[src/bisb_pkg.sv]
// Shared constants, types and helpers for the byte init shadow bitmap core.
// No dependencies; imported by every module of the block.
package bisb_pkg;

    localparam int MAX_BYTES_DEF = 4096;
    localparam int ADDR_W        = 32;
    localparam int SIZE_W        = 13;
    localparam int WORD_W        = SIZE_W - 3;
    localparam int PADDR_W       = 3;
    localparam int PDATA_W       = 32;

    localparam logic [SIZE_W-1:0] SIZE_RESET = 13'd4096;
    localparam logic [7:0]        MARKS_ALL  = 8'hff;

    localparam logic ACT_MARK  = 1'b0;
    localparam logic ACT_QUERY = 1'b1;

    localparam logic REG_BASE = 1'b0;
    localparam logic REG_SIZE = 1'b1;

    typedef struct packed {
        logic [ADDR_W-1:0] base_address;
        logic [SIZE_W-1:0] obj_len;
    } t_cfg;

    // bytes first..last-1 of a word, byte 0 in the MSB
    function automatic logic [7:0] span_mask(input logic [2:0] first, input logic [3:0] last);
        logic [3:0] sh;
        sh = 4'd8 - last;
        return (MARKS_ALL >> first) & (MARKS_ALL << sh);
    endfunction

endpackage

[src/bisb_cfg.sv]
// APB-style register bank: object base address and object size.
// Depends on bisb_pkg.
module bisb_cfg
    import bisb_pkg::*;
(
    input  logic               i_clk,
    input  logic               i_rst_n,
    input  logic               psel,
    input  logic               penable,
    input  logic               pwrite,
    input  logic [PADDR_W-1:0] paddr,
    input  logic [PDATA_W-1:0] pwdata,
    output logic [PDATA_W-1:0] prdata,
    output logic               pready,
    output t_cfg               o_cfg
);

    logic [ADDR_W-1:0] r_base;
    logic [SIZE_W-1:0] r_size;
    logic              wr_en;
    logic              reg_sel;

    assign pready  = 1'b1;
    assign reg_sel = paddr[2];
    assign wr_en   = psel && penable && pwrite;

    always_ff @(posedge i_clk) begin
        if (!i_rst_n) begin
            r_base <= '0;
            r_size <= SIZE_RESET;
        end else if (wr_en) begin
            unique case (reg_sel)
                REG_BASE: r_base <= pwdata;
                REG_SIZE: r_size <= pwdata[SIZE_W-1:0];
                default: ;
            endcase
        end
    end

    always_comb begin
        unique case (reg_sel)
            REG_BASE: prdata = r_base;
            REG_SIZE: prdata = {{(PDATA_W-SIZE_W){1'b0}}, r_size};
            default:  prdata = '0;
        endcase
    end

    assign o_cfg.base_address = r_base;
    assign o_cfg.obj_len      = r_size;

endmodule

[config.mk]
export PLATFORM = sky130hd
export DESIGN_NAME = bisb_cfg
export DESIGN_NICKNAME = d
export VERILOG_FILES = /design/src/bisb_pkg.sv /design/src/bisb_cfg.sv
export SDC_FILE = /design/constraint.sdc
export NUM_CORES = 1
export LEC_CHECK = 0
export BUFFER_PORTS_ARGS = -buffer_cell sky130_fd_sc_hd__buf_2
export CORE_MARGIN = 3
export CORE_UTILIZATION = 41
export CTS_CLUSTER_SIZE = 12
export DETAILED_ROUTE_END_ITERATION = 6
export GPL_TIMING_DRIVEN = 0
export PLACE_DENSITY = 0.86
export RECOVER_POWER = 25
export SYNTH_ARGS = -nofsm -noshare
export SYNTH_HDL_FRONTEND = slang
export SYNTH_SLANG_ARGS = --single-unit
[constraint.sdc]
create_clock -name i_clk -period 2.16 [get_ports i_clk]
set_input_delay 0.324 -clock i_clk [delete_from_list [all_inputs] [get_ports i_clk]]
set_output_delay 0.324 -clock i_clk [all_outputs]
set_load 0.02 [all_outputs]
; Yosys cells after proc, flatten, opt, wreduce, memory -nomap -nowiden
; Cells that the tools add are included.
[classes]
muxes = 1
bitwise_logic = 1
n_reduce_logical = 4
[ops]
columns = cell, n
row1 = $pmux 32 s2, 1
row2 = $reduce_and 2->1, 2
row3 = $logic_and 1x1->1, 2
row4 = $not 1->1, 1
[word_totals]
ff_bits = 45
input_bits = 40
out_inout_bits = 78
word_cells = 8

; Depth between registers and ports, before layout
[depth]
depth_word = 3
depth_mapped = 5
mapped_depth_nobuf = 2

; Least setup slack after synthesis
; No wires, ideal clock.
[synth_path]
path_kind = input -> output
start = in paddr[2]
end = out prdata[12]
arrival_ns = 1.110
setup_slack_ns = 0.726
cell_stages = 3
n_path_buf = 2
path_cell_list = buf_6 > clkbuf_1 > mux2_2
[synth_via]
elab_chain_cells = 2
[synth_lines]
columns = element, line_no
row1 = from (decl), bisb_cfg.sv:11  ; input logic [PADDR_W-1:0] paddr,
row2 = $not 1->1 (no line), -
row3 = $pmux 32 s2 *, bisb_cfg.sv:41  ; unique case (reg_sel)
row4 = to (decl), bisb_cfg.sv:13  ; output logic [PDATA_W-1:0] prdata,
; Mark *: on every way between the ends. The rest lies on a longest branch, timed or not.

; Final worst setup path
; Same ends and word-level chain as after synthesis.

==> flow_summary.toml <==
[floorplan]
chipWidth_um = 77.35
pin_count = 118
num_rows = 25
start_util_pct = 43.32
fp.dieH_um = 77.35
design.die.area_um2 = 5982
core_area_um2 = 4817

[synthesis]
synth_fp_nets = 262
synth_area_um2 = 2087
synth-seq-cells = 45
synth.distinct_cells = 13
synth_warnings = 0
synthCells = 222
ys_seq_area_share_pct = 43.17
synth.avg_cell_area_um2 = 9.401

[detailed_routing]
ant_nets = 0
wl_per_cell_um = 12.89
drc = 0
first_iter_violations = 49
dr.pass1.iters = 4
wl_um = 5270
vias = 1912
via_per_inst = 4.675

[layout]
fin_nets = 381
drive_gt1_share_pct = 41.52
layoutNonFillerInstCount = 409
area_growth_pct = 36.15
antenna_cells = 0

[place]
place_hpwl_um = 4092
port_buffers = 112
place_inst = 401
gp_congestion = 0.7320

[hold_path]
min_to = "r_base[24]$_SDFFE_PN0P_"
hold_path_class = "primary input to register"
min-delay-start = "pwdata[24]"
min_path_cells = 3

[critical_path]
crit_fanout = 10
critPathRequiredTime_ns = 1.84
cp_slowest_stage_delay_ns = 0.42
r2r-end = "r_size[10]$_SDFFE_PN0P_"
critical-path-top-delay-family = "buffers and inverters"
worst-r2r-setup-slack_ns = 1.53
path_class = "primary input to output port"
cp_slowest_cell = "clkbuf_1"
worstPathCellList = "buf_6 -> clkbuf_1 -> mux2_2 -> buf_2"
start_kind = "primary input"
crit_buf_inv = 3
r2r_cells = 2
critPathCaptureType = "output port"
rr_startpoint = "r_size[10]$_SDFFE_PN0P_"
arrival_ns = 1.40

[clocking]
root_buffer = "clkbuf_8"
cts_resized = 0
clk_latency_ns = 0.29
clkSlewWorstSetupHoldPaths_ns = 0.08
cts_setup_buffers = 0
cts_buffers = 5
cts_sinks = 45
cts_tree = "done"
ctsLongestPathBuffers = 2
htreeDepth = 2
hold_buffers = 0

[sta]
layout_worst_path_cycle_share_pct = 79.78
skew_ns = 0
worst_pin_slew_ns = 0.5345
period_needed_ns = 1.723
setup_viol = 0
hold_viol = 0
maxSlewViolCount = 0
fmax_mhz = 580.3
rsz0062_at_grt = "false"
slew_headroom_pct = 64.37
tns_ns = 0

[grt]
grt_pass1_wl_um = 8507
overflow = 0
antenna_found_initial = 0
grt_usage_pct = 17.32
grt_max_degree = 16
grt_pass1_vias = 1873

[power]
p_per_area_nw_per_um2 = 603.1
vdd_drop_max_uv = 412.8
power_leakage_uw = 0.001471

[run_status]
status = "completed"

[flow_run]
max-cap-violations = 0
worst max-delay path by stage:
stage	start	end	slack, ns	depth (start not counted)
after floorplan	paddr[2]	prdata[12]	0.73	3
after global placement	paddr[2]	prdata[12]	0.39	4
after detailed placement	paddr[2]	prdata[12]	0.38	4
after CTS	paddr[2]	prdata[12]	0.38	4
after global routing	paddr[2]	prdata[12]	0.36	4
final	paddr[2]	prdata[12]	0.44	4
cells by family (layout without fill, tap and decap cells):
group                  after synthesis  count (layout)  share of synthesized area [%]
AND/OR/NAND/NOR                     99              99                          21.04
multiplexers                        58              58                          28.60
flip-flops                          45              45                          43.17
buffers and inverters               19             139                          7.015
other                                1               1                         0.1797
per-stage QoR:
step	setup WS (ns)	power [uW]	utilization [%]	hold slack, ns	cell area [um2]
after floorplan	0.7263	1015	-	0.4661	2087
after global placement	0.3896	1097	56.70	0.4498	2731
after detailed placement	0.3811	1101	56.70	0.4568	2731
after CTS	0.3778	1736	59.09	0.2647	2846
after global routing	0.3647	1784	58.99	0.2754	2841
final	0.4368	1714	58.99	0.2738	2841
layout make-up:
type                    instances  area, um2
well taps                      67      83.83
clock inverters                 3      46.29
clock buffers                   5      68.82
fillers                       455       1976
repair buffers                112      560.5
flip-flops and latches         45      900.9
plain buffers                  19      141.4
multi-input cells             158       1040
cells in the final DEF, fill, tap and decap left out, types with 2 or more instances in the layout:
cell / synthesis / final
nand2_1: 76 / 76
nor2b_1: 21 / 21
buf_12: 3 / 3
clkbuf_1: 7 / 11
buf_6: 2 / 2
buf_2: 6 / 114
mux2_2: 13 / 13
dfxtp_1: 45 / 45
clkbuf_8: 0 / 5
mux2i_1: 45 / 45
worst register-to-register path, cell delays in order, from the launching register on:
cell and delay [ns]:
dfxtp_1 0.37, nand2_1 0.06, mux2i_1 0.14
synth_stat cells:
library cell,number,area share [%]
and4b_1,1,0.48
mux2_2,13,7.0
buf_4,1,0.36
dfxtp_1,45,43
nor2b_1,21,6.3
buf_2,6,1.4
buf_12,3,2.9
conb_1,1,0.18
buf_6,2,1.1
clkbuf_1,7,1.3
nand2_1,76,14
mux2i_1,45,22
nand4_2,1,0.60
state kept, by name, indices dropped and copies added, names as in the netlist:
signal / flops
r_base: 32
r_size: 13
metal layers:
layer | routed length (um) | track usage, %
met5 | 0 | 0
met4 | 14 | 2.847
met3 | 410 | 5.452
met2 | 2609 | 31.26
met1 | 2235 | 20.32
power by group:
| part | switching, uW | internal (uW) |
|---|---|---|
| Clock | 289 | 346 |
| Combinational | 128 | 90.6 |
| Sequential | 12.4 | 847 |
| Total | 429 | 1280 |
Power figures use the tool's default switching activity.
