### src/bisb_pkg.sv
// Shared constants, types and helpers for the byte init shadow bitmap core.
// No dependencies; imported by every module of the block.
package bisb_pkg;

    localparam int MAX_BYTES_DEF = 4096;
    localparam int ADDR_W        = 32;
    localparam int SIZE_W        = 13;
    localparam int WORD_W        = SIZE_W - 3;
    localparam int PADDR_W       = 3;
    localparam int PDATA_W       = 32;

    localparam logic [SIZE_W-1:0] SIZE_RESET = 13'd4096;
    localparam logic [7:0]        MARKS_ALL  = 8'hff;

    localparam logic ACT_MARK  = 1'b0;
    localparam logic ACT_QUERY = 1'b1;

    localparam logic REG_BASE = 1'b0;
    localparam logic REG_SIZE = 1'b1;

    typedef struct packed {
        logic [ADDR_W-1:0] base_address;
        logic [SIZE_W-1:0] obj_len;
    } t_cfg;

    // bytes first..last-1 of a word, byte 0 in the MSB
    function automatic logic [7:0] span_mask(input logic [2:0] first, input logic [3:0] last);
        logic [3:0] sh;
        sh = 4'd8 - last;
        return (MARKS_ALL >> first) & (MARKS_ALL << sh);
    endfunction

endpackage

### src/bisb_mem.sv
// Mark bitmap storage: one write port, one read port, registered read data.
// Depends on bisb_pkg.
module bisb_mem
    import bisb_pkg::*;
#(
    parameter int DEPTH = (MAX_BYTES_DEF + 7) / 8,
    parameter int AW    = (DEPTH > 1) ? $clog2(DEPTH) : 1
) (
    input  logic          i_clk,
    input  logic          i_we,
    input  logic [AW-1:0] i_waddr,
    input  logic [7:0]    i_wdata,
    input  logic          i_re,
    input  logic [AW-1:0] i_raddr,
    output logic [7:0]    o_rdata
);

    logic [7:0] r_mem [DEPTH];
    logic [7:0] r_rdata;

    always_ff @(posedge i_clk) begin
        if (i_we) begin
            r_mem[i_waddr] <= i_wdata;
        end
    end

    always_ff @(posedge i_clk) begin
        if (i_re) begin
            r_rdata <= r_mem[i_raddr];
        end
    end

    assign o_rdata = r_rdata;

endmodule

### config.mk
export PLATFORM = sky130hd
export DESIGN_NAME = bisb_mem
export DESIGN_NICKNAME = d
export VERILOG_FILES = /design/src/bisb_pkg.sv /design/src/bisb_mem.sv
export SDC_FILE = /design/constraint.sdc
export NUM_CORES = 2
export LEC_CHECK = 0
export CAP_MARGIN = 20
export CORE_MARGIN = 2
export CORE_UTILIZATION = 57
export DETAILED_ROUTE_END_ITERATION = 16
export DONT_BUFFER_PORTS = 1
export PLACE_DENSITY = 0.75
export SETUP_SLACK_MARGIN = 0.5
export SLEW_MARGIN = 20
export SYNTH_ARGS = -nofsm -noshare
export SYNTH_HDL_FRONTEND = slang
export SYNTH_SLANG_ARGS = --single-unit
### constraint.sdc
create_clock -name i_clk -period 2.4 [get_ports i_clk]
set_clock_uncertainty 0.2 [all_clocks]
set_input_delay 0.12 -clock i_clk [delete_from_list [all_inputs] [get_ports i_clk]]
set_output_delay 0.12 -clock i_clk [all_outputs]
set_load 0.1 [all_outputs]
# --- Yosys cells after proc, flatten, opt, wreduce, memory -nomap -nowiden ---
# Memories as Yosys holds them, arrays and structs flattened. A register that Yosys moved wholly into a read port is not among the register bits.
# Cells that the tools add are included.
word_totals:
  input_bits: 29
  word_cells: 3
  ram_bits: 4096
  ff_bits: 0
  output_inout_bits: 8
  memories: 1
memory_table:
  columns: ["memory", "words", "word_bits", "read_ports", "rd_clocked_by_memory_dff", "wr", "line_no", "rtl"]
  rows:
  - ["r_mem", 512, 8, 1, 1, 1, "bisb_mem.sv:18", "logic [7:0] r_mem [DEPTH];"]
classes:
  n_mux: 2
ops:
  columns: ["op", "n"]
  rows:
  - ["1-bit 2-to-1 mux", 2]

# --- Logic depth before layout (Yosys ltp) ---
depth:
  depth_word: 2
  ltp_mapped: 12
  ltp_nobuf: 7

# --- Worst setup path before layout ---
# OpenSTA, ideal clock, no wires.
synth_path:
  path_kind: "input to register"
  from: "input i_raddr[0]"
  to: "register r_rdata[0] (netlist: o_rdata[0]) (read register of r_mem), data pin"
  setup_slack_ps: -31
  arrival_time_ps: 1974
  setup_time_ps: 257
  path_buffers: 4
  path_stages: 10
  required_ps: 1943
  cell_sequence: "buf_4 > buf_12 > buf_12 > buf_2 > mux4_2 > o21ai_0 > nand3_1 > nand4_1 > o21ai_0 > o2111a_1"
synth_rtl:
  columns: ["element", "line_no", "rtl"]
  rows:
  - ["from (decl)", "bisb_mem.sv:14", "input logic [AW-1:0] i_raddr,"]
  - ["to (decl)", "bisb_mem.sv:19", "logic [7:0] r_rdata;"]

==> flow_summary.toml <==
[synthesis]
synth_top_area_cell = "edfxtp_1"
synth_edf_count = 4104
syn-num-nets = 8059
synth.area.top_cells = "edfxtp_1 (77%), mux4_2 (9.2%), mux2i_1 (5.0%)"
synthFlopType = "edfxtp_1"
synth_top_area_share_pct = 77.0
synth.distinct_cells = 50
ys_ff_latch = 4104
syn_avg_cell_area_um2 = 19.9
ys_seq_area_share_pct = 77.0
mappedNetlistArea_mm2 = 0.160
ys_warn_count = 0
async_flop_share_pct = 0
synthCells = 8030

[cts]
cts.path.max_buffers = 4
cts_tree = "done"
clock-root-buffer = "clkbuf_16"
cts_max_level = 5
clock_latency_ps = 940
clk_pin_slew_ps = 60
cts_buffers = 396
cts.sinks = 4104

[timing]
worst_pin_slew_ps = 2020
finalSetupViolCount = 146
hold_ws_ps = -866
fmax_mhz = 344
timing.final.ws_setup_ps = -505
min_period_ps = 2910
drv_slew = 412
fin_crit_sh_pct = 121
hold_viol_final = 2244
slew_headroom_pct = -34.4
rsz0062_at_grt = "true"

[global_routing]
grt_antenna_before_repair = 29
grt_usage_pct = 29.6
grt_pass1_vias = 87474
grt_pass1_wl_um = 612000
grt.overflow.total = 0
grt_start_max_net_pins = 622

[final_layout]
multi_input_area_mm2 = 0.0347
final_common_cell = "edfxtp_1"
finalNetCount = 9273
layout_common_cells = "edfxtp_1 (4104), buf_4 (1151), mux2i_1 (792)"
fillCellCount = 16958
syn_to_final_growth_pct = 17.1
seqCellArea_mm2 = 0.123
drive_gt1_share_pct = 27.7

[setup_path]
cp.arrival_ps = 3370
cp.required_ps = 2860
crit_path_end_kind = "register"
cpPeakStageDelay_ps = 650
crit_path_top_delay_cell = "inv_8"
worst-path-buf-inv = 5
startpoint_type = "input port"
crit_fanout = 220
critical_path.top_delay_family = "buffers and inverters"
path_class = "input port to register"
crit_chain = "inv_8, buf_4, buf_12, buf_4, o221ai_1, o22ai_1, o21ai_1, nand4_1, buf_4, nand2_1, o2111a_1"
critPathMostFrequentCell = "buf_4"

[routing]
drt_pre_antenna_iters = 9
finalWirelength_um = 439000
wl_per_cell_um = 33.0
postRouteAntennaNets = 0
drtIter0Drc = 14465
vias_per_cell = 6.77
vias = 90043
drc = 0

[run]
max-cap-violations = 0

[placement]
dp.final_hpwl_um = 244000
gp_congestion = 1.00
post-place-ws_ps = -1720
port_buffers = 0

[die]
initial_utilization_pct = 57.3
io_pins = 37
core_region_area_mm2 = 0.279
die_area_mm2 = 0.285
dieHeight_um = 534
die_x_um = 534
num_rows = 194

[pwr]
p_total_uw = 147000
p_per_area_mw_per_mm2 = 787
vdd_drop_max_mv = 0.618
p_leak_uw = 0.0620

[hold_path]
hold_path.class = "input port to register"

[outcome]
status = "complete, but fails checks"
violations = "hold timing, slew limit, setup timing"
[worst reg2reg max path, stage by stage (launching register included)]
cell and delay [ps]:
edfxtp_1 330, mux2i_1 140, o221ai_1 320, a21oi_1 200, nor4_1 390, buf_4 200, nand4_1 160, nor4_4 390
buf_4 170, o2111a_1 170
[synthesized netlist by cell type (all sizes together), types with 36 or more instances]
library cell	instances
edfxtp	4104
mux2i	797
mux4	654
nor2	597
o221ai	372
clkbuf	265
buf	248
a21oi	194
o22ai	163
o21ai	119
nand2	111
nor3	109
a22oi	61
nand3	36
nor4	36
[layer usage]
metal  routed length (um)  part of all wire, %  track usage [%]
met1               156000                   35             40.4
met2               205000                   47             45.9
met3                54900                   13             7.17
met4                23100                  5.3             13.0
met5                  165                0.038                0
[kinds of logic after synthesis]
family	after synthesis	synth area share, %
flip-flops	4104	77.0
multiplexers	1451	14.2
AND/OR/NAND/NOR	980	2.63
AO/OA/AOI/OAI	979	4.31
buffers and inverters	516	1.85
[flip-flops by register name, indices dropped and copies added, names as in the netlist]
register  flops
o_rdata       8
r_mem      4096
[metrics by stage]
stage | utilization, % | instances | hold slack, ps | TNS [ps] | cell area [um^2]
2_1_floorplan | - | 8030 | 18.9 | 0 | 160000
3_3_place_gp | 61.8 | 12509 | 51.1 | -10380 | 173000
3_5_place_dp | 61.8 | 12509 | 52.1 | -10670 | 173000
4_1_cts | 66.6 | 13245 | -885 | -2330 | 186000
5_1_grt | 67.0 | 13286 | -906 | -11750 | 187000
6_report | 67.0 | 13299 | -866 | -19920 | 187000
[path summary, 6_finish.rpt]
check | startpoint | end | slack [ps] | depth (start not counted)
worst max-delay path | i_raddr[4] | o_rdata[5]$_DFFE_PP_ | -510 | 11
worst min-delay path | i_wdata[5] | r_mem[5][5]$_DFFE_PP_ | -870 | 0
worst max register to register | r_mem[264][0]$_DFFE_PP_ | o_rdata[0]$_DFFE_PP_ | -380 | 9
worst min register to register | r_mem[330][7]$_DFFE_PP_ | o_rdata[7]$_DFFE_PP_ | 1070 | 7
[timing repair]
item	in CTS	in global routing
buffers inserted	0	4
hold endpoints to repair	6636	3383
pin swaps	13	16
setup endpoints to repair	16	3204
gates cloned	0	14
resized for setup	88	102
hold buffers	23	10
[cell type report]
| cell class | count | area share [%] |
|---|---|---|
| diodes | 16 | 0.0214 |
| clock buffers | 480 | 5.54 |
| clock inverters | 233 | 1.16 |
| inverters | 3 | 0.0100 |
| multi-input cells | 3410 | 18.5 |
| flip-flops and latches | 4104 | 65.8 |
| well taps | 3724 | 2.49 |
| repair buffers | 1329 | 6.45 |
[where the power goes]
group	switching [uW]	total (uW)	leakage (uW)	internal, uW
clock network	26100	60800	0.00611	34700
logic	4460	7480	0.0190	3010
registers	91.0	79100	0.0369	79000
Power figures use the tool's default switching activity.
